`config.mk`:
```
export PLATFORM = sky130hd
export DESIGN_NAME = upq_ctrl
export DESIGN_NICKNAME = d
export VERILOG_FILES = /design/src/rtl/upq_pkg.sv /design/src/rtl/upq_ctrl.sv
export SDC_FILE = /design/constraint.sdc
export NUM_CORES = 1
export LEC_CHECK = 0
export BUFFER_PORTS_ARGS = -buffer_cell sky130_fd_sc_hd__buf_2
export CAP_MARGIN = 0
export CORE_AREA = 2 2 143 145
export DETAILED_ROUTE_END_ITERATION = 10
export DIE_AREA = 0 0 145 147
export SLEW_MARGIN = 30
export SYNTH_ARGS = -nofsm -noshare
export SYNTH_HDL_FRONTEND = slang
export SYNTH_SLANG_ARGS = --single-unit
```
`constraint.sdc`:
```
create_clock -name clk -period 5.4 [get_ports clk]
set_input_delay 0.27 -clock clk [delete_from_list [all_inputs] [get_ports clk]]
set_output_delay 0.27 -clock clk [all_outputs]
set_load 0.01 [all_outputs]
```
`src/rtl/upq_pkg.sv`:
```
// Shared types, codes and constants for the updatable max-priority table.
// Used by upq_cell, upq_ctrl and updatable_max_priority_table_core.
`timescale 1ns / 1ps

package upq_pkg;

  // Number of table slots, one cell each
  localparam int unsigned TABLE_DEPTH = 64;

  localparam int unsigned ID_W   = 32;
  localparam int unsigned PRIO_W = 32;
  localparam int unsigned KEY_W  = PRIO_W + ID_W;
  localparam int unsigned STAT_W = 2;

  // Command codes
  localparam logic CMD_SET  = 1'b0;
  localparam logic CMD_POLL = 1'b1;

  // Result status codes
  localparam logic [STAT_W-1:0] STAT_OK    = 2'd0;
  localparam logic [STAT_W-1:0] STAT_EMPTY = 2'd1;
  localparam logic [STAT_W-1:0] STAT_FULL  = 2'd2;

  typedef enum logic [2:0] {
    ST_IDLE,
    ST_POLL,
    ST_LOOKUP,
    ST_REMOVE,
    ST_INSERT
  } state_t;

  typedef enum logic [1:0] {
    OP_HOLD,
    OP_POP,
    OP_REMOVE,
    OP_INSERT
  } cell_op_t;

  typedef struct packed {
    logic              valid;
    logic [ID_W-1:0]   id;
    logic [PRIO_W-1:0] prio;
  } entry_t;

  // Broadcast from the controller to every cell
  typedef struct packed {
    cell_op_t         op;
    logic [ID_W-1:0]  req_id;
    logic [KEY_W-1:0] new_key;
    logic [KEY_W-1:0] rm_key;
  } cell_ctrl_t;

  // Chain summary back to the controller
  typedef struct packed {
    logic             any_hit;
    logic             head_valid;
    logic             last_valid;
    logic [ID_W-1:0]  head_id;
    logic [KEY_W-1:0] hit_key;
  } chain_stat_t;

  // Ordering key: higher priority first, then smaller id first
  function automatic logic [KEY_W-1:0] make_key(input logic [PRIO_W-1:0] prio,
                                                input logic [ID_W-1:0]   id);
    return {prio, ~id};
  endfunction

endpackage

```
`src/rtl/upq_ctrl.sv`:
```
// Command sequencer: captures a command, drives the cell chain and registers the result.
// Depends on upq_pkg.
`timescale 1ns / 1ps

module upq_ctrl
  import upq_pkg::*;
(
  input  logic                clk,
  input  logic                rst_n,
  input  logic                start,
  input  logic                cmd,
  input  logic [ID_W-1:0]     event_id,
  input  logic [PRIO_W-1:0]   priority_req,
  input  chain_stat_t         stat,
  output logic                busy,
  output cell_ctrl_t          cell_ctrl,
  output logic                out_valid,
  output logic [STAT_W-1:0]   out_status,
  output logic [ID_W-1:0]     out_result_id
);

  state_t            state_r, state_nxt;
  logic              cmd_r;
  logic [ID_W-1:0]   id_r;
  logic [PRIO_W-1:0] prio_r;
  logic [KEY_W-1:0]  rm_key_r, rm_key_nxt;
  logic              out_valid_r, out_valid_nxt;
  logic [STAT_W-1:0] out_status_r, out_status_nxt;
  logic [ID_W-1:0]   out_id_r, out_id_nxt;
  logic              accept;

  assign busy   = (state_r != ST_IDLE);
  assign accept = start && !busy;

  // Next state
  always_comb begin
    state_nxt = state_r;
    case (state_r)
      ST_IDLE: begin
        if (accept) begin
          state_nxt = (cmd == CMD_POLL) ? ST_POLL : ST_LOOKUP;
        end
      end
      ST_POLL:   state_nxt = ST_IDLE;
      ST_LOOKUP: state_nxt = stat.any_hit ? ST_REMOVE : ST_IDLE;
      ST_REMOVE: state_nxt = ST_INSERT;
      ST_INSERT: state_nxt = ST_IDLE;
      default:   state_nxt = ST_IDLE;
    endcase
  end

  // Chain operation and result
  always_comb begin
    cell_ctrl.op      = OP_HOLD;
    cell_ctrl.req_id  = id_r;
    cell_ctrl.new_key = make_key(prio_r, id_r);
    cell_ctrl.rm_key  = rm_key_r;
    rm_key_nxt        = rm_key_r;
    out_valid_nxt     = 1'b0;
    out_status_nxt    = STAT_OK;
    out_id_nxt        = '0;
    case (state_r)
      ST_POLL: begin
        out_valid_nxt = 1'b1;
        if (stat.head_valid) begin
          cell_ctrl.op = OP_POP;
          out_id_nxt   = stat.head_id;
        end else begin
          out_status_nxt = STAT_EMPTY;
        end
      end
      ST_LOOKUP: begin
        if (stat.any_hit) begin
          rm_key_nxt = stat.hit_key;
        end else if (stat.last_valid) begin
          out_valid_nxt  = 1'b1;
          out_status_nxt = STAT_FULL;
        end else begin
          cell_ctrl.op  = OP_INSERT;
          out_valid_nxt = 1'b1;
        end
      end
      ST_REMOVE: begin
        cell_ctrl.op = OP_REMOVE;
      end
      ST_INSERT: begin
        cell_ctrl.op  = OP_INSERT;
        out_valid_nxt = 1'b1;
      end
      default: begin
      end
    endcase
  end

  // Control registers
  always_ff @(posedge clk) begin
    if (!rst_n) begin
      state_r     <= ST_IDLE;
      out_valid_r <= 1'b0;
    end else begin
      state_r     <= state_nxt;
      out_valid_r <= out_valid_nxt;
    end
  end

  // Capture the request on transfer, register result payload
  always_ff @(posedge clk) begin
    if (accept) begin
      cmd_r  <= cmd;
      id_r   <= event_id;
      prio_r <= priority_req;
    end
    rm_key_r     <= rm_key_nxt;
    out_status_r <= out_status_nxt;
    out_id_r     <= out_id_nxt;
  end

  assign out_valid     = out_valid_r;
  assign out_status    = out_status_r;
  assign out_result_id = out_id_r;

`ifndef SYNTH
  a_strobe_single: assert property (@(posedge clk) disable iff (!rst_n)
    out_valid_r |=> !out_valid_r)
    else $error("result strobe held longer than one cycle");

  a_accept_busy: assert property (@(posedge clk) disable iff (!rst_n)
    accept |=> busy)
    else $error("transfer did not start a command");

  a_remove_insert: assert property (@(posedge clk) disable iff (!rst_n)
    (state_r == ST_REMOVE) |=> (state_r == ST_INSERT))
    else $error("update removal not followed by insert");

  a_empty_zero: assert property (@(posedge clk) disable iff (!rst_n)
    (out_valid_r && out_status_r == STAT_EMPTY) |-> (out_id_r == '0))
    else $error("empty poll returned a nonzero id");

  a_poll_cmd: assert property (@(posedge clk) disable iff (!rst_n)
    (state_r == ST_POLL) |-> (cmd_r == CMD_POLL))
    else $error("poll state entered for a set command");
`endif

endmodule
```
* Word-level counts from Yosys, hierarchy flattened
Index checks and enable logic that the tools add are counted.
Storage, ports and cells: flip-flop bits (word level) 166, input port bits 167, output and inout port bits 198, logic and storage cells 34
Operators by class: equal/unequal tests 5, multiplexer cells 14, bitwise operators 1, reduce and logical (&&, ||, !) cells 7
Operators with widths (number):
- 32-bit inverter | 1
- 2-bit two-way mux | 6
- 3-bit case mux with 3 select lines | 1
- 2-bit case mux with 4 select lines | 1
- 3-bit by 2-bit == test with 1-bit output, second input constant | 2
- 2-bit case mux with 2 select lines | 1
- 2-bit AND reduction | 2
- 3-bit by 1-bit == test with 1-bit output, second input constant | 1
- 3-bit == test, second input constant | 1
- 3-bit zero test | 1
- 1-bit two-way mux | 3
- 3-bit two-way mux | 1
- 3-bit nonzero test | 1
- 2-bit inequality test, second input constant | 1
- 1-bit case mux with 2 select lines | 1
- 2-bit OR reduction | 1
- 1-bit logical AND | 1
- 1-bit zero test | 1

* Logic depth before layout (Yosys ltp)
Gate-level depths: netlist of run 1.
depth after elaboration 5, mapped depth 3, mapped depth without buffers 2

* Least setup slack after synthesis of run 1
No wires, ideal clock.
path type reg2reg, start reg state_r[0], end reg id_r[0], enable pin, setup time 487 ps, arrival time 3563 ps, data required time 4913 ps, setup slack 1351 ps, stages on the path, launching flop included 4, path buffers 1, period minus slack after synthesis 4049 ps, path through dfxtp_1 -> buf_6 -> or3_1 -> nor2_1
On the way: longest elaborated chain between the ends 3
RTL lines:
- start, declared | RTL line upq_ctrl.sv:22 | state_t state_r, state_nxt;
- start signal, assigned | RTL line upq_ctrl.sv:101 | state_r <= state_nxt;
- 3-bit nonzero test | RTL line upq_ctrl.sv:32 | assign busy = (state_r != ST_IDLE);
- net busy | RTL line upq_ctrl.sv:15 | output logic busy,
- 1-bit zero test | RTL line upq_ctrl.sv:33 | assign accept = start && !busy;
- 1-bit logical AND | RTL line upq_ctrl.sv:33
- net accept | RTL line upq_ctrl.sv:30 | logic accept;
- end signal, assigned | RTL line upq_ctrl.sv:110 | id_r <= event_id;
- end, declared | RTL line upq_ctrl.sv:24 | logic [ID_W-1:0] id_r;
The timed path passes the listed nets, and every way through them passes these cells. A chain may end at the register's enable or synchronous reset.

* Worst setup path in the final report of run 1
start reg state_r[1], end reg rm_key_r[26], enable pin
On the way: longest elaborated chain between the ends 2
RTL lines:
- 3-bit by 2-bit == test with 1-bit output | RTL line upq_ctrl.sv:62 | case (state_r)
- 2-bit AND reduction (no line)
- end signal, assigned | RTL line upq_ctrl.sv:113 | rm_key_r <= rm_key_nxt;
- end, declared | RTL line upq_ctrl.sv:26 | logic [KEY_W-1:0] rm_key_r, rm_key_nxt;
No other way between the ends.

==> results.md, run 1 <==
- First-pass DRT Iterations: 4
- Starting DRT DRC Count: 153
- Power, Total: slightly below 0.003 W
- DR WL/cell: 14.5 um
- Synth Area in Compound Gates: 1.14%
- # setup viols final: 0
- Max-cap viol count: 0
- Yosys warns: 0
- Worst slew pin tran: 826 ps
- R2R cell count: 3
- Hpwl dp: 10600 um
- Outcome: complete, no violations
- Gr ovfl total: 0
- CP endpoint kind: flip-flop
- Worst R2R End: rm_key_r[26]
- Largest net degree at the start of global routing: 65
- Die X: 145 um
- Critical path depth: 3
- Fin crit share: 40.8%
- Boundary pin count: 365
- Area contributors post-synth: edfxtp_1 (74%), dfxtp_1 (15%), and2_1 (3.9%)
- Library cells used by synthesis: 25
- Slew headroom: 44.9%
- Final RePlAce weighted congestion: around 0.77
- Most frequent cells in the layout: buf_2 (364), edfxtp_1 (128), dlygate4sd3_1 (61)
- ANT cells: 0
- I/O Buffers: 364
- Crit path buf inv count: 2
- Hold buffer count at cts: between 50 and 60
- CP arrival: 2250 ps
- Startpoint Class: flip-flop
- Final Hold Vio Count: 0
- Clock transition at path regs: 70 ps
- CTS Buffer Depth: 2
- Setup_tns: 0 ps
- CTS Root Cell: clkbuf_16
- Die Ht: around 150 um
- H-tree level count: 4
- Num CTS Buffers: 17
- Maximum ir drop on the vdd rail: 0.000196 V
- XOR/XNOR Fraction of Synth Area: 0%
- CTS tree: yes
- Nets@finish: between 800 and 900
- GRT Util Overall: 13.0%
- Crit Path Category: reg2reg
- DR vias: 3813
- Vias per cell: roughly 3.9
- Simple-gate share of the synthesized area: 6.21%
- Vias in the first global route: 3728
- Core Area: 19800 um2
- Initial Utilization: 26.0%
- Pwr dens: 343 nW/um2
- Mapped Area: 5160 um2
- Die footprint: roughly 21000 um2
- Mapped Cells: approximately 260
- # rows: 52
- R2R setup slack: 3190 ps
- Synth Area per Inst: roughly 20 um2
- Hold Path Class: in2reg
- Syn-to-layout area delta: 65.2%
- Post-synthesis adder-cell area fraction: 0%
- Commonest non-fill, non-tap cell in the layout: buf_2
- Mux cell area share after synthesis: 0%
- Critical path required time: 5450 ps
- First-pass GRT wire length: 20800 um
- Slew Limit Fails: 0
- Register area share after synthesis: 89.2%
- Net Count, Synth: 431
- Crit path to: rm_key_r[26]
- Setup crit start: state_r[1]
- Flop and latch count out of synthesis: 166
- Worst-path fanout max: 64
- Clk sinks: 166
- Min Tclk post-route: 2210 ps
- Post-CTS Resized: 0
- Clock latency at the later pin of the worst-skew pair: 420 ps
- Final Skew: 11.0 ps
- Post-synth top area share: 74.5%
- RSZ-0062 raised after global routing: false
- Initial antenna violation count: 0
- Max Freq: around 450 MHz
- Final WL: 14300 um
- Worst path max stage delay: 620 ps
- DRC viols: 0
- Slowest-stage cell, CP: buf_4
- Proportion of layout cells with a drive suffix above 1: a little under three fifths
- Pleak: 3.90 nW
- Crit-path cells: or4bb_1 > inv_2 > buf_4
- R2r startpoint: state_r[1]
- Post-route ant nets: 0
- Dominant cell type by area after synthesis: edfxtp_1
- Post-CTS setup buffers: 0
- Top delay family on crit path: buffers and inverters
- Largest family of logic cells by synthesized area: simple AND/OR/NAND/NOR gates
==> cell usage after synthesis <==
| cell | number |
|---|---|
| nor3_1 | 1 |
| o21a_1 | 1 |
| nor3b_1 | 2 |
| or3b_1 | 1 |
| o22ai_1 | 1 |
| inv_1 | 37 |
| dfxtp_1 | 38 |
| nand2b_1 | 4 |
| a211o_1 | 1 |
| clkbuf_1 | 3 |
| or4bb_1 | 1 |
| buf_6 | 2 |
| o21ba_2 | 1 |
| or3_1 | 1 |
| buf_2 | 1 |
| nor2_1 | 1 |
| or4b_1 | 1 |
| or4_1 | 1 |
| edfxtp_1 | 128 |
| nor4_1 | 1 |
| a221oi_1 | 2 |
| a311oi_1 | 1 |
| and4bb_2 | 1 |
| and2_1 | 32 |
| nor4b_1 | 1 |
==> worst register-to-register path, cell delays in order, from the launching register on <==
cell and delay (ps):
dfxtp_1 520, or4bb_1 580, inv_2 70, buf_4 620
==> power breakdown <==
part           internal (W)  switching [W]  total (W)
logic              0.000126       0.000121   0.000247
clock network      0.000666       0.000555    0.00122
registers           0.00144      0.0000189    0.00146
==> cells by family after synthesis <==
logic type      count (synthesis)
flops                         166
compound gates                  7
simple gates                   48
buf+inv                        43
==> state kept, by name, summed over array words and instances, names as in the netlist <==
register / flops
out_valid: 1
out_result_id: 32
rm_key_r: 64
prio_r: 32
state_r: 3
id_r: 32
out_status: 2
==> final cells by class <==
class                      count  area, um2
timing repair buffer         427       2450
sequential                   166       4600
inverter                      37        139
fill                        1826      11300
clock buffer                  17        425
clock inverter                15        185
multi-input combinational     55        387
tap                          270        338
==> per-stage QoR <==
step	setup WS (ps)	hold slack, ps	util, %	std cells	area, um2
2_1_floorplan	1350	342	-	264	5160
3_3_place_gp	3220	446	36.8	894	7300
3_5_place_dp	3200	448	36.8	894	7300
4_1_cts	3190	0.0471	42.9	985	8510
5_1_grt	3070	1.24	43.0	987	8530
6_report	3190	23.0	43.0	987	8530
==> worst min-delay path by stage <==
| stage | startpoint | endpoint | depth (start not counted) |
|---|---|---|---|
| after floorplan | stat[97] | out_status[0] | 1 |
| after global placement | event_id[22] | id_r[22] | 1 |
| after detailed placement | stat[49] | rm_key_r[49] | 1 |
| after CTS | priority_req[24] | prio_r[24] | 1 |
| after global routing | priority_req[15] | prio_r[15] | 1 |
| final | priority_req[26] | prio_r[26] | 1 |
==> layer usage <==
metal  vias up  GRT usage [%]  wire length, um
met2       209           22.5             7390
met5         -              0                0
li1       1808              -                -
met3        23           4.94             1180
met1      1773           14.4             5430
met4         0           5.20              324
(Power assumes the default switching activity.)
==> run 2: changes to the inputs <==
- ABC_AREA: not set -> 1
- clock period: 5.4 -> 2.3 ns (I/O delays scaled with it)
==> results.md, run 2 <==
- Outcome: complete, no violations
- Post-CTS setup buffers: 0
- Setup_tns: 0 ps
- Max-cap viol count: 0
- Post-synthesis adder-cell area fraction: 0%
- R2R setup slack: approximately 640 ps
- Starting DRT DRC Count: 152
- Nets@finish: slightly above 1000
- Final WS setup: ~380 ps
- Post-route cell area: 9750 um2
- Gr ovfl total: 0
- Die footprint: about 21000 um2
- CTS Root Cell: clkbuf_16
- # setup viols final: 0
- Commonest cells in the netlist: edfxtp_1 (128), inv_1 (72), dfxtp_1 (38), nor2_2 (27)
- Global Route met2 Usage: 27.1%
- Most numerous cell in the Yosys netlist: edfxtp_1
- R2r startpoint: state_r[0]
- Initial antenna violation count: 0
- Pre-CTS setup slack: around 600 ps
- GRT met3 Usage: between 5 and 6%
- Mux cell area share after synthesis: 0%
- DRC viols: 0
- Pleak: 4.54 nW
- CP endpoint kind: output pin
- Clock latency at the later pin of the worst-skew pair: 410 ps
- Final RePlAce weighted congestion: 0.734
- Final WL: 16400 um
- Clk sinks: 166
- Boundary pin count: 365
- First-pass GRT wire length: 24700 um
- EDFF count, synth: about 130
- Commonest non-fill, non-tap cell in the layout: buf_2
- Initial Utilization: 26.6%
- Setup crit start: state_r[0]
- Net Count, Synth: 469
- Slew Limit Fails: 0
- H-tree level count: 4
- Most Crowded Layer GR: met2
- Max reg flops: 64
- Most frequent cells in the layout: buf_2 (364), dlygate4sd3_1 (164), edfxtp_1 (128)
- Register area share after synthesis: slightly below 90%
- CP arrival: 1810 ps
- CTS tree: yes
- Area post-placement: roughly 7500 um2
- Die X: 145 um
- DR vias: roughly 4300
- Final core utilization: between 40% and 50%
- Seq. cell area: 4600 um2
- Post-route ant nets: 0
- Yosys warns: 0
- Min Tclk post-route: 1920 ps
- Synth Area per Inst: 17.4 um2
- Mapped Cells: just over 300
- Maximum ir drop on the vdd rail: 0.000537 V
- RSZ-0062 raised after global routing: false
- Library cells used by synthesis: 14
- Final Hold Vio Count: 0
- Clock transition at path regs: about 70 ps
- Fin crit share: 83.5%
- Hpwl dp: 11200 um
- Pwr dens: 739 nW/um2
- Die Ht: 147 um
- Largest net degree at the start of global routing: 27
- Worst-path fanout max: 25
- Hold Path Class: in2reg
- Biggest register: rm_key_r
- Slew headroom: 61.2%
- DR WL/cell: approximately 14 um
- Worst slew pin tran: 580 ps
- Dominant cell type by area after synthesis: edfxtp_1
- ANT cells: 0
- FFs w/ async S/R, synth: 0%
- Vias per cell: 3.82
- First-pass DRT Iterations: 4
- Slowest-stage cell, CP: nand4_4
- Hold Path Origin: cmd
- XOR/XNOR Fraction of Synth Area: 0%
- Post-CTS Resized: 0
- Max Freq: 521 MHz
- Worst path max stage delay: 510 ps
- Hold buffer count at cts: 164
- Multi-input logic area: approximately 360 um2
- GRT Util Overall: between 15 and 20%
- Vias in the first global route: around 4600
- Simple-gate share of the synthesized area: 6.77%
- Critical path required time: 2180 ps
- Area contributors post-synth: edfxtp_1 (73%), dfxtp_1 (14%), inv_1 (5.1%)
- Synth Flop Type: edfxtp_1
- Startpoint Class: flip-flop
- Proportion of layout cells with a drive suffix above 1: 50.5%
- Post-synth top area share: ~73%
- # rows: 52
- CTS Buffer Depth: 2
- Fill cell total of the finished layout: 1682
- Crit-path cells: nand4_4 > nand3_1 > buf_2
- Mapped Area: 5270 um2
- Flop and latch count out of synthesis: ~170
- Crit Path Category: reg2out
- I/O Buffers: between 300 and 400
- GR met1 Demand/Resource: 16.1%
- Final Skew: 8.06 ps
- Synth Area in Compound Gates: 0%
- Num CTS Buffers: 17
- Largest family of logic cells by synthesized area: simple AND/OR/NAND/NOR gates
- Syn-to-layout area delta: 85.1%
- Core Area: 19800 um2
[run 2: final timing paths]
check / to / cells past startpoint
min: state_r[0] / 5
max reg2reg: id_r[20] / 4
min reg2reg: state_r[2] / 2
max: cell_ctrl[160] / 3
[run 2: logic make-up after synthesis]
logic type,after synthesis
flops,166
simple gates,60
buf+inv,76
[run 2: through the flow]
step                total power [W]  cells  hold slack, ps
CTS                         0.00730   1136            21.0
finish                      0.00721   1136            41.4
global placement            0.00407    940             292
global route                0.00749   1136            43.3
floorplan                   0.00372    302             187
detailed placement          0.00408    940             293
[run 2: power by group]
group          internal, W  total [W]  switching [W]  leakage (nW)
registers          0.00339    0.00344      0.0000492          1.50
clock network      0.00174    0.00298        0.00124         0.294
logic             0.000435   0.000798       0.000363          2.74
total              0.00556    0.00721        0.00165          4.54
[run 2: layer usage]
metal | routed length, um | vias to the layer above
li1 | - | 2090
met1 | 6110 | 1998
met2 | 8590 | 225
met3 | 1220 | 31
met4 | 479 | 0
met5 | 0 | -
[run 2: cell type report]
cell class,count,area share [%]
clock inverters,15,1.95
inverters,73,2.81
well taps,270,3.46
flip-flops and latches,166,47.2
clock buffers,17,4.36
multi-input cells,60,3.66
repair buffers,535,36.6
[run 2: worst max-delay path: cells and delay by family, from the launching register on]
| family | cells | cell delay [ps] |
|---|---|---|
| flops | 1 | 480 |
| buf+inv | 1 | 160 |
| simple gates | 2 | 750 |
