File: src/rtl/upq_pkg.sv
// Shared types, codes and constants for the updatable max-priority table.
// Used by upq_cell, upq_ctrl and updatable_max_priority_table_core.
`timescale 1ns / 1ps

package upq_pkg;

  // Number of table slots, one cell each
  localparam int unsigned TABLE_DEPTH = 64;

  localparam int unsigned ID_W   = 32;
  localparam int unsigned PRIO_W = 32;
  localparam int unsigned KEY_W  = PRIO_W + ID_W;
  localparam int unsigned STAT_W = 2;

  // Command codes
  localparam logic CMD_SET  = 1'b0;
  localparam logic CMD_POLL = 1'b1;

  // Result status codes
  localparam logic [STAT_W-1:0] STAT_OK    = 2'd0;
  localparam logic [STAT_W-1:0] STAT_EMPTY = 2'd1;
  localparam logic [STAT_W-1:0] STAT_FULL  = 2'd2;

  typedef enum logic [2:0] {
    ST_IDLE,
    ST_POLL,
    ST_LOOKUP,
    ST_REMOVE,
    ST_INSERT
  } state_t;

  typedef enum logic [1:0] {
    OP_HOLD,
    OP_POP,
    OP_REMOVE,
    OP_INSERT
  } cell_op_t;

  typedef struct packed {
    logic              valid;
    logic [ID_W-1:0]   id;
    logic [PRIO_W-1:0] prio;
  } entry_t;

  // Broadcast from the controller to every cell
  typedef struct packed {
    cell_op_t         op;
    logic [ID_W-1:0]  req_id;
    logic [KEY_W-1:0] new_key;
    logic [KEY_W-1:0] rm_key;
  } cell_ctrl_t;

  // Chain summary back to the controller
  typedef struct packed {
    logic             any_hit;
    logic             head_valid;
    logic             last_valid;
    logic [ID_W-1:0]  head_id;
    logic [KEY_W-1:0] hit_key;
  } chain_stat_t;

  // Ordering key: higher priority first, then smaller id first
  function automatic logic [KEY_W-1:0] make_key(input logic [PRIO_W-1:0] prio,
                                                input logic [ID_W-1:0]   id);
    return {prio, ~id};
  endfunction

endpackage

File: src/rtl/upq_cell.sv
// One slot of the sorted event chain: holds an entry and trades it with its neighbors.
// Depends on upq_pkg.
`timescale 1ns / 1ps

module upq_cell
  import upq_pkg::*;
(
  input  logic       clk,
  input  logic       rst_n,
  input  cell_ctrl_t ctrl,
  input  entry_t     left_entry,
  input  logic       left_ahead,
  input  entry_t     right_entry,
  output entry_t     entry,
  output logic       ahead,
  output logic       hit
);

  logic              valid_r, valid_nxt;
  logic [ID_W-1:0]   id_r, id_nxt;
  logic [PRIO_W-1:0] prio_r, prio_nxt;
  logic [KEY_W-1:0]  key;

  assign key = make_key(prio_r, id_r);

  // New key belongs at or ahead of this slot
  assign ahead = !valid_r || (ctrl.new_key > key);
  assign hit   = valid_r && (id_r == ctrl.req_id);

  assign entry.valid = valid_r;
  assign entry.id    = id_r;
  assign entry.prio  = prio_r;

  // Pick the next content of the slot
  always_comb begin
    valid_nxt = valid_r;
    id_nxt    = id_r;
    prio_nxt  = prio_r;
    case (ctrl.op)
      OP_POP: begin
        valid_nxt = right_entry.valid;
        id_nxt    = right_entry.id;
        prio_nxt  = right_entry.prio;
      end
      OP_REMOVE: begin
        if (!valid_r || key <= ctrl.rm_key) begin
          valid_nxt = right_entry.valid;
          id_nxt    = right_entry.id;
          prio_nxt  = right_entry.prio;
        end
      end
      OP_INSERT: begin
        if (ahead && left_ahead) begin
          valid_nxt = left_entry.valid;
          id_nxt    = left_entry.id;
          prio_nxt  = left_entry.prio;
        end else if (ahead) begin
          valid_nxt = 1'b1;
          id_nxt    = ~ctrl.new_key[ID_W-1:0];
          prio_nxt  = ctrl.new_key[KEY_W-1:ID_W];
        end
      end
      default: begin
      end
    endcase
  end

  // Clear the valid mark on reset
  always_ff @(posedge clk) begin
    if (!rst_n) begin
      valid_r <= 1'b0;
    end else begin
      valid_r <= valid_nxt;
    end
  end

  // Hold payload
  always_ff @(posedge clk) begin
    id_r   <= id_nxt;
    prio_r <= prio_nxt;
  end

endmodule

File: config.mk
export PLATFORM = sky130hd
export DESIGN_NAME = upq_cell
export DESIGN_NICKNAME = d
export VERILOG_FILES = /design/src/rtl/upq_pkg.sv /design/src/rtl/upq_cell.sv
export SDC_FILE = /design/constraint.sdc
export NUM_CORES = 1
export LEC_CHECK = 0
export BUFFER_PORTS_ARGS = -buffer_cell sky130_fd_sc_hd__buf_2
export CAP_MARGIN = 20
export CORE_ASPECT_RATIO = 0.9
export CORE_MARGIN = 2
export CORE_UTILIZATION = 35
export CTS_BUF_LIST = sky130_fd_sc_hd__clkbuf_8
export CTS_CLUSTER_DIAMETER = 80
export DETAILED_ROUTE_END_ITERATION = 16
export MAX_ROUTING_LAYER = met4
export PLACE_DENSITY_LB_ADDON = 0.2
export SYNTH_ARGS = -nofsm -noshare
export SYNTH_HDL_FRONTEND = slang
export SYNTH_SLANG_ARGS = --single-unit
File: constraint.sdc
create_clock -name clk -period 5.6 [get_ports clk]
set_clock_uncertainty 0.05 [all_clocks]
set_input_delay 0.28 -clock clk [delete_from_list [all_inputs] [get_ports clk]]
set_output_delay 0.28 -clock clk [all_outputs]
set_load 0.01 [all_outputs]
# == Yosys cells after proc, flatten, opt, wreduce, memory -nomap -nowiden ==
# Index checks and enable logic that the tools add are counted.
# classes
order_cmp,2
n_eq_ne,6
mux,12
bitwise,2
reduce_logical,7
# ops
op,count
two-way mux 32 bit,6
one-hot mux 32 bit (3 select lines),2
greater-than comparator 64 bit,1
less-or-equal comparator 64 bit,1
NOT 32 bit,2
== test 32 bit,1
"== test 2 bit, second input constant",2
two-way mux 1 bit,3
"inequality test 3 bit, second input constant",1
one-hot mux 1 bit (3 select lines),1
AND reduction 3 bit,1
nonzero test 3 bit,1
"== test 2 x 1 -> 1 bit, second input constant",1
logical AND 1 bit,2
logical OR 1 bit,2
"inequality test 2 bit, second input constant",1
logical NOT 1 bit,1
# word_totals
regBits,65
out_inout_bits,67
wordCells,32

# == Logic depth before layout (Yosys ltp) ==
# Gate-level depths: netlist of run 1.
# logic_depth
depth_word,6
depth_mapped,12
ltp_nobuf,10

# == Worst setup path before layout of run 1 ==
# No wires, ideal clock.
# synth_timing
path_kind,reg2reg
startpoint,register prio_r[23]
endpoint,register id_r[0] (enable)
setup_time_ns,0.486
arrival_time_ns,4.702
t_required_ns,5.064
setup_slack_ns,0.362
path_stages_with_launch,9
path_buffers,0
synth_period_minus_slack_ns,5.238
path_cell_list,edfxtp_1 -> ha_1 -> nand4_1 -> nor4_1 -> nand3_1 -> o41ai_1 -> a21oi_1 -> o31a_1 -> nor2_1
# synth_between
elab_chain_len,5
word_cells_on_any_way,8
cone_classes,2 x order compare; 2 x eq/ne; 4 x reduce/logical
# synth_rtl
element,line_no,source
start: declaration,upq_cell.sv:21,"logic [PRIO_W-1:0] prio_r, prio_nxt;"
start signal: assignment,upq_cell.sv:80,prio_r <= prio_nxt;
greater-than comparator 64 bit,upq_cell.sv:27,assign ahead = !valid_r || (ctrl.new_key > key);
logical OR 1 bit,upq_cell.sv:27,
logical AND 1 bit,upq_cell.sv:53,if (ahead && left_ahead) begin
inequality test 3 bit (no line),-,
AND reduction 3 bit (no line) (*),-,
end signal: assignment,upq_cell.sv:79,id_r <= id_nxt;
end: declaration,upq_cell.sv:20,"logic [ID_W-1:0] id_r, id_nxt;"
# Mark *: on every way between the ends. The rest lies on a longest branch, timed or not.
# A chain may end at the register's enable or synchronous reset.

# == Worst setup path in the final report of run 1 ==
# layout_timing
startpoint,register prio_r[27]
endpoint,register id_r[3] (enable)
# The elaborated chain is that of the path after synthesis.

==> results of run 1 <==
worst register-to-register path: stages, from the launching register on:
cell and delay (ps):
edfxtp_1 420, ha_1 340, nand4_1 180, nor4_1 700, nand3_1 300, o41ai_1 440
a21oi_1 120, o31a_1 150, nor2_4 500, buf_4 460
sequential cells by signal, indices dropped and copies added, names as in the netlist:
register  count
id_r         32
prio_r       32
valid_r       1
report_power, final:
| part | switching [W] | internal [W] | total (W) |
|---|---|---|---|
| Combinational | 0.000397 | 0.000334 | 0.000731 |
| Sequential | 0.0000776 | 0.000616 | 0.000694 |
| Clock | 0.000199 | 0.000198 | 0.000397 |
metal layers:
layer  routed length [um]  share of wire, %  GRT usage (%)  vias to the layer above
met5                    0                 0              -                        -
met4                  329               1.4           4.82                        0
li1                     -                 -              -                     3635
met3                 1530               6.3           4.64                       21
met2                11500                47           37.4                      256
met1                10800                45           29.8                     3216
synthesized netlist by cell type (all sizes together) (2+ instances only):
cell type	n
a2111oi	3
o21ai	18
xor2	4
a41oi	2
a21o	5
edfxtp	64
a21oi	148
ha	128
or2	31
nor2	73
nor4	7
o31a	3
and2	2
nor2b	6
clkbuf	16
nand4	35
buf	9
or4	3
a31oi	3
mux2i	33
nand3b	3
nand3	17
nor3	6
nand2b	4
inv	130
nand2	32
xnor2	28
o211ai	3
a211oi	6
stage by stage:
step | std cells | total power (W)
3_5_place_dp | 1425 | 0.00144
2_1_floorplan | 830 | 0.00112
4_1_cts | 1441 | 0.00185
3_3_place_gp | 1425 | 0.00143
6_report | 1443 | 0.00182
5_1_grt | 1443 | 0.00196
cells by family after synthesis:
family / count (synthesis)
and+or+nand+nor: 220
DFF: 65
adders and majority gates: 128
buffers and inverters: 155
AOI/OAI and AO/OA: 197
muxes: 33
xor gates and xnor gates: 32
area by class of cell:
class,count,share of cell area [%]
flip-flops and latches,65,21.1
inverters,130,5.29
multi-input cells,610,48.1
repair buffers,365,20.1
clock inverters,7,0.597
well taps,255,3.46
diodes,2,0.0543
clock buffers,9,1.34
cells in the final DEF (no fill, tap or decap), drive strengths merged, types with 4 or more instances in the layout:
master,n
mux2i,33
nand2,32
nand2b,4
a211oi,6
or2,31
xor2,4
inv,133
nand4,35
nor4,7
edfxtp,64
a21o,5
o21ai,18
xnor2,28
nand3,17
buf,365
nor2,73
a21oi,148
nor3,6
clkbuf,9
nor2b,6
ha,128
worst max-delay path by stage:
stage	start	end	slack, ps	depth (start not counted)
finish	prio_r[27]	id_r[3]	1590	9
global route	prio_r[27]	id_r[3]	1160	9
CTS	id_r[30]	prio_r[20]	1530	10
detailed placement	id_r[30]	prio_r[20]	1580	10
global placement	id_r[30]	prio_r[31]	1670	10
floorplan	prio_r[23]	id_r[0]	360	8
==> flow_summary.toml, run 1 <==
[cts]
cts_tree = "done"
hold_buffers = 0
htreeDepth = 3
cts_buffers = 9
clk_pin_slew_ps = 80
postCtsSetupBuffers = 0
cts_root_buf = "clkbuf_8"
clkLatencyLatePin_ps = 360
post_cts_resize_count = 0
cts_buffer_depth = 2
cts_sinks = 65

[setup_path]
worst-r2r-cell-count = 9
r2r-end = "id_r[3]"
cp.arrival_ps = 3980
worstPathRequired_ps = 5560
slowest_delay_ps = 700
crit_type = "reg -> reg"
r2r_start = "prio_r[27]"
path_cells = "ha_1 -> nand4_1 -> nor4_1 -> nand3_1 -> o41ai_1 -> a21oi_1 -> o31a_1 -> nor2_4 -> buf_4"
setup.worst_path.start_class = "flip-flop"
critPathMaxFanout = 27
critPathTopFamily = "simple AND/OR/NAND/NOR gates"
cpMaxStageDelayCell = "nor4_1"
end_kind = "flip-flop"
cp_num_buf_inv = 1
r2r_setup_slack_ps = 1590

[route]
first_iter_violations = 314
drt-vias-per-instance = 4.94
drt_first_pass_iters = 5
drtAntennaViolNets = 0
drcViolationCount = 0
wl_um = 24200
vias = 7128
wire_per_inst_um = 16.7

[sta]
finalCriticalPeriod_ps = 4010
maxSlewViolCount = 0
slew_headroom_pct = 28.6
worst_pin_slew_ps = 1070
hold_violations = 0
hold-worst-slack_ps = 136
rsz0062_at_grt = "no"
setup_ws_ps = 1590
period_share_pct = 71.7
setup_viol = 0
fmax_mhz = 249
setup_tns_ps = 0

[floorplanning]
row_count = 49
die_x_um = 153
coreArea_mm2 = 0.0198
initial_core_util_pct = 35.3
dieHeight_um = 138
top_level_ports = 362
fp.dieArea_mm2 = 0.0211

[cells_and_area]
final_util_pct = 46.6
layout-drive-gt1-share_pct = 32.5
seq_area_mm2 = 0.00194
multi_input_area_mm2 = 0.00444
nets = 1604
finish.instance_area_mm2 = 0.00922
syn_to_final_growth_pct = 31.9
fill_cells = 2032

[synth]
yosysWarnings = 0
synth-xor-area-share_pct = 4.01
synth.distinct_cells = 47
seq_area_frac_synth_pct = 27.8
synth_top_area_share_pct = 27.5
synthesis.nets = 1253
synth_area_mm2 = 0.00699
ys_ff_latch = 65
synthFlopType = "edfxtp_1"
synth_top_cell_by_area = "edfxtp_1"
synth_edf_count = 64
yosys.area_share.simple_pct = 16.0
synth_area_leaders = "edfxtp_1, ha_1, a21oi_1"
synthMuxAreaShare_pct = 4.72
async_reset_ff_share_pct = 0
synthAdderAreaFrac_pct = 22.9
syn_inst = 830
postSynthAreaPerCell_um2 = 8.43
synth_compound_gate_area_share_pct = 15.7
synth_top_family_by_area = "adder cells"

[place]
place_hpwl_um = 20200
io_buffers = 361
gp_congestion = 0.872
pre_cts_ws_ps = 1580
dpl_cell_area_mm2 = 0.00904

[global_route]
grt_pass1_vias = 6806
track_usage_pct = 23.0
antenna_found_initial = 3
overflow = 0
grt_pass1_wl_um = 37100
grt_max_degree = 98

[power_and_ir_drop]
p_leak_nw = 4.81
p_per_area_mw_per_mm2 = 198
ir_drop_mv = 0.0879

[min_path]
hold_class = "in -> reg"
hold_end = "valid_r"
worstHoldStart = "right_entry[64]"
holdPathStages = 2

[outcome]
outcome = "complete, no violations"

[run]
cap_violations = 0
Power figures use the tool's default switching activity.
==> run 2, diff against run 1 <==
clock period = 3.6 ns   (was 5.6 ns; I/O delays follow)
==> run 2 against run 1 <==
  * Global-route usage up 0.16 points
  * Cell count up 1.8%
  * Hold slack worse by 110 ps
  * Count of clock-buffer cells in the layout stayed put
  * Combinational power grew 67%
  * Cell area grew 2.0%
  * Critical path type unchanged
==> flow_summary.toml, run 2 (synthesis results as in run 1) <==
[global_route]
overflow = 0
antenna_found_initial = 5
grt_pass1_wl_um = 37300
grt_max_degree = 64
grt_pass1_vias = 7123
track_usage_pct = 23.1

[setup_path]
setup.worst_path.start_class = "flip-flop"
worstPathRequired_ps = 3750
path_cells = "inv_1 -> ha_1 -> nand4_2 -> nor4_4 -> buf_4 -> nand4_1 -> or4_4 -> nand2_2 -> a31oi_4 -> buf_4 -> or2_0 -> a21oi_1"
end_kind = "flip-flop"
cpMaxStageDelayCell = "or4_4"
crit_type = "reg -> reg"
critPathMaxFanout = 57
slowest_delay_ps = 550
cp.arrival_ps = 3490
cpMostUsedCell = "buf_4"

[place]
pre_cts_ws_ps = 146
place_hpwl_um = 20500
gp_congestion = 0.909
dp.cells = 1447
io_buffers = 361

[floorplanning]
dieHeight_um = 138
coreArea_mm2 = 0.0198
top_level_ports = 362
initial_core_util_pct = 35.3
fp.dieArea_mm2 = 0.0211
row_count = 49
die_x_um = 153

[sta]
slew_headroom_pct = 46.5
hold_violations = 0
period_share_pct = 92.7
worst_pin_slew_ps = 795
setup_viol = 0
fmax_mhz = 300
setup_ws_ps = 261
maxSlewViolCount = 0
finalCriticalPeriod_ps = 3340

[route]
first_iter_violations = 299
wire_per_inst_um = 16.6
wl_um = 24500
drcViolationCount = 0
drt-vias-per-instance = 4.89
drtAntennaViolNets = 0
drt_first_pass_iters = 7
vias = 7179

[cells_and_area]
final_cell_mix = "buf_2, a21oi_1, inv_1"
layout-drive-gt1-share_pct = 33.8
nets = 1627
layoutNonFillerInstCount = 1469
reg_top3 = "id_r x32, prio_r x32, valid_r x1"
syn_to_final_growth_pct = 34.5
layout_commonest_cell = "buf_2"

[outcome]
outcome = "complete, no violations"

[run]
cap_violations = 0

[power_and_ir_drop]
p_per_area_mw_per_mm2 = 299
ir_drop_mv = 0.135
p_leak_nw = 4.92

[cts]
cts_tree = "done"
htreeDepth = 3
clk_pin_slew_ps = 80
cts_sinks = 65
cts_buffers = 9
hold_buffers = 0
cts_root_buf = "clkbuf_8"
clkLatencyLatePin_ps = 360
cts_buffer_depth = 2

[min_path]
hold_class = "in -> reg"
==> run 2: changes by cell type in the layout (fill, tap and decap cells not counted), sizes merged <==
cell      change
buf          +23
clkinvlp      +1
bufinv        -1
diode         +3
==> run 2: cell type report <==
cell class                      instances  area, um^2
Clock inverter                          7        31.3
Tap cell                              255         319
Fill cell                            1986       10400
Antenna cell                            5        12.5
Clock buffer                            9         124
Inverter                              130         488
Multi-Input combinational cell        610        4450
Timing Repair Buffer                  388        2050
Sequential cell                        65        1940
==> run 2: timing repair <==
action | 4_1_cts | 5_1_grt
buffers inserted | 0 | 1
setup endpoints to repair | 0 | 28
resized for setup | 0 | 1
==> run 2: critical path, delay by kind of cell (launching register included) <==
kind	cells	cell delay, ps
and+or+nand+nor	6	1570
buffers and inverters	3	590
DFF	1	410
adders and majority gates	1	290
AOI/OAI and AO/OA	2	200
==> run 2: per-layer routing <==
layer / part of all wire (%) / up-vias / wire length, um / global-route usage [%]
li1: - / 3687 / - / -
met3: 6.8 / 28 / 1670 / 5.58
met1: 44 / 3224 / 10900 / 29.0
met2: 47 / 240 / 11500 / 37.8
met4: 1.7 / 0 / 414 / 5.75
met5: 0 / - / 0 / -
==> run 2: path summary, 6_finish.rpt <==
path | slack, ps | cells past startpoint | from | endpoint
worst max-delay path | 260 | 12 | prio_r[28] | id_r[30]
worst min-delay path | 20 | 2 | right_entry[64] | valid_r
worst max register to register | 260 | 12 | prio_r[28] | id_r[30]
worst min register to register | 800 | 2 | valid_r | valid_r
==> run 2: report_power, final <==
part	total [W]	internal (W)	switching, W
sequential	0.00104	0.000956	0.0000867
clock	0.000551	0.000237	0.000315
combinational	0.00122	0.000555	0.000662
total	0.00281	0.00175	0.00106
==> run 2: stage by stage <==
step | util [%] | hold WS (ps) | total power [W] | TNS (ps) | instance area (um^2)
final | 47.5 | 23.5 | 0.00281 | 0 | 9410
after global routing | 47.5 | 27.6 | 0.00304 | -3.07 | 9410
after CTS | 47.4 | 10.1 | 0.00284 | 0 | 9380
after detailed placement | 46.6 | 404 | 0.00228 | 0 | 9230
after global placement | 46.6 | 400 | 0.00226 | 0 | 9230
after floorplan | - | 300 | 0.00174 | 0 | 7000
==> run 3, diff against run 2 <==
CAP_MARGIN = 40   (was 20)
clock period = 4.3 ns   (was 3.6 ns; I/O delays follow)
==> run 3 against run 2 <==
  * Critical path depth down 2
  * Register-to-register slack better by 430 ps
  * Total power down 15%
  * Cell area down 1.4%
  * Clock power down 5.4%
  * Critical endpoint is now prio_r[24]
  * Flip-flop and latch count unchanged
  * Combinational power down 20%
  * Utilization down 0.64 points
  * First-iteration DRC count up 32%
==> flow_summary.toml, run 3 (synthesis results as in run 1) <==
[outcome]
outcome = "complete, no violations"

[power_and_ir_drop]
p_per_area_mw_per_mm2 = 257
p_leak_nw = 4.84
ir_drop_mv = 0.115

[route]
drt-vias-per-instance = 4.94
wire_per_inst_um = 16.8
first_iter_violations = 396
drcViolationCount = 0
drtAntennaViolNets = 0
wl_um = 24400
vias = 7160
drt_first_pass_iters = 5

[global_route]
grt_pass1_vias = 6881
antenna_found_initial = 3
grt_max_degree = 77
overflow = 0
track_usage_pct = 23.4
grt_pass1_wl_um = 37600

[setup_path]
critPathMaxFanout = 76
worstPathRequired_ps = 4340
end_kind = "flip-flop"
worst-r2r-cell-count = 10
crit_type = "reg -> reg"
setup.worst_path.start_class = "flip-flop"
cp.arrival_ps = 3640

[cells_and_area]
nets = 1609
layout_commonest_cell = "buf_2"
final_cell_mix = "buf_2, a21oi_1, inv_1"
final_util_pct = 46.9
fill_cells = 2063
syn_to_final_growth_pct = 32.7
layout-drive-gt1-share_pct = 32.8
layoutNonFillerInstCount = 1449
reg_top3 = "id_r x32, prio_r x32, valid_r x1"

[sta]
slew_headroom_pct = 53.1
worst_pin_slew_ps = 686
finalCriticalPeriod_ps = 3600
fmax_mhz = 277
period_share_pct = 83.8
setup_tns_ps = 0
hold_violations = 0
maxSlewViolCount = 0
rsz0062_at_grt = "no"
setup_viol = 0

[place]
dp.cells = 1430
place_hpwl_um = 20400
io_buffers = 361
gp_congestion = 0.846

[floorplanning]
die_x_um = 153
row_count = 49
dieHeight_um = 138
fp.dieArea_mm2 = 0.0211
initial_core_util_pct = 35.3
top_level_ports = 362
coreArea_mm2 = 0.0198

[cts]
cts_sinks = 65
hold_buffers = 0
clk_pin_slew_ps = 80
postCtsSetupBuffers = 0
cts_buffers = 9
cts_root_buf = "clkbuf_8"
htreeDepth = 3
cts_buffer_depth = 2
clkLatencyLatePin_ps = 370
post_cts_resize_count = 0
cts_tree = "done"

[run]
cap_violations = 0

[min_path]
hold_class = "in -> reg"
holdPathStages = 2
[run 3: cell count changes in the layout (fill, tap and decap cells not counted)]
| cell | change |
|---|---|
| buf_4 | -17 |
| clkinv_2 | +1 |
| clkinv_1 | -1 |
| clkinvlp_4 | -1 |
| nor4_1 | +1 |
| bufinv_16 | +1 |
| diode_2 | -2 |
| buf_16 | +1 |
| buf_12 | -2 |
| nor4_2 | -1 |
[run 3: stage by stage]
stage	total power [W]	instance area, um^2	hold slack, ps	worst slack (ps)
after global routing	0.00257	9280	40.0	408
after detailed placement	0.00188	9090	429	595
final	0.00239	9280	52.8	696
after floorplan	0.00146	7000	334	125
after CTS	0.00242	9270	20.8	547
after global placement	0.00187	9070	438	628
[run 3: path summary, 6_finish.rpt]
path | end | from | slack (ps)
worst max-delay path | prio_r[24] | id_r[30] | 700
worst min-delay path | valid_r | right_entry[64] | 50
worst max register to register | prio_r[24] | id_r[30] | 700
worst min register to register | valid_r | valid_r | 830
[run 3: per-layer routing]
layer,global-route usage [%],wire length (um)
met1,31.2,11100
met2,36.3,11200
met3,4.39,1700
met4,6.77,442
met5,-,0
[run 3: critical path, stage by stage, from the launching register on]
cell and delay, ps:
edfxtp_1 520, ha_1 370, nand4_1 170, nor4_1 520, nand4_1 340, or4_4 600
nand2_2 110, a31oi_4 50, buf_12 250, mux2i_1 210, a21oi_1 100
[run 3: final cells by class]
type	instances	area, um^2	share of cell area [%]
multi-input combinational	610	4440	47.8
sequential	65	1940	20.9
timing repair buffer	370	1910	20.5
inverter	130	488	5.26
tap	255	319	3.44
clock buffer	9	124	1.33
clock inverter	7	55.1	0.593
antenna	3	7.51	0.0809
[run 3: where the power goes]
part | switching, W | total [W] | internal (W)
registers | 0.0000895 | 0.000891 | 0.000802
logic | 0.000535 | 0.000977 | 0.000441
clock network | 0.000263 | 0.000521 | 0.000258
total | 0.000888 | 0.00239 | 0.00150
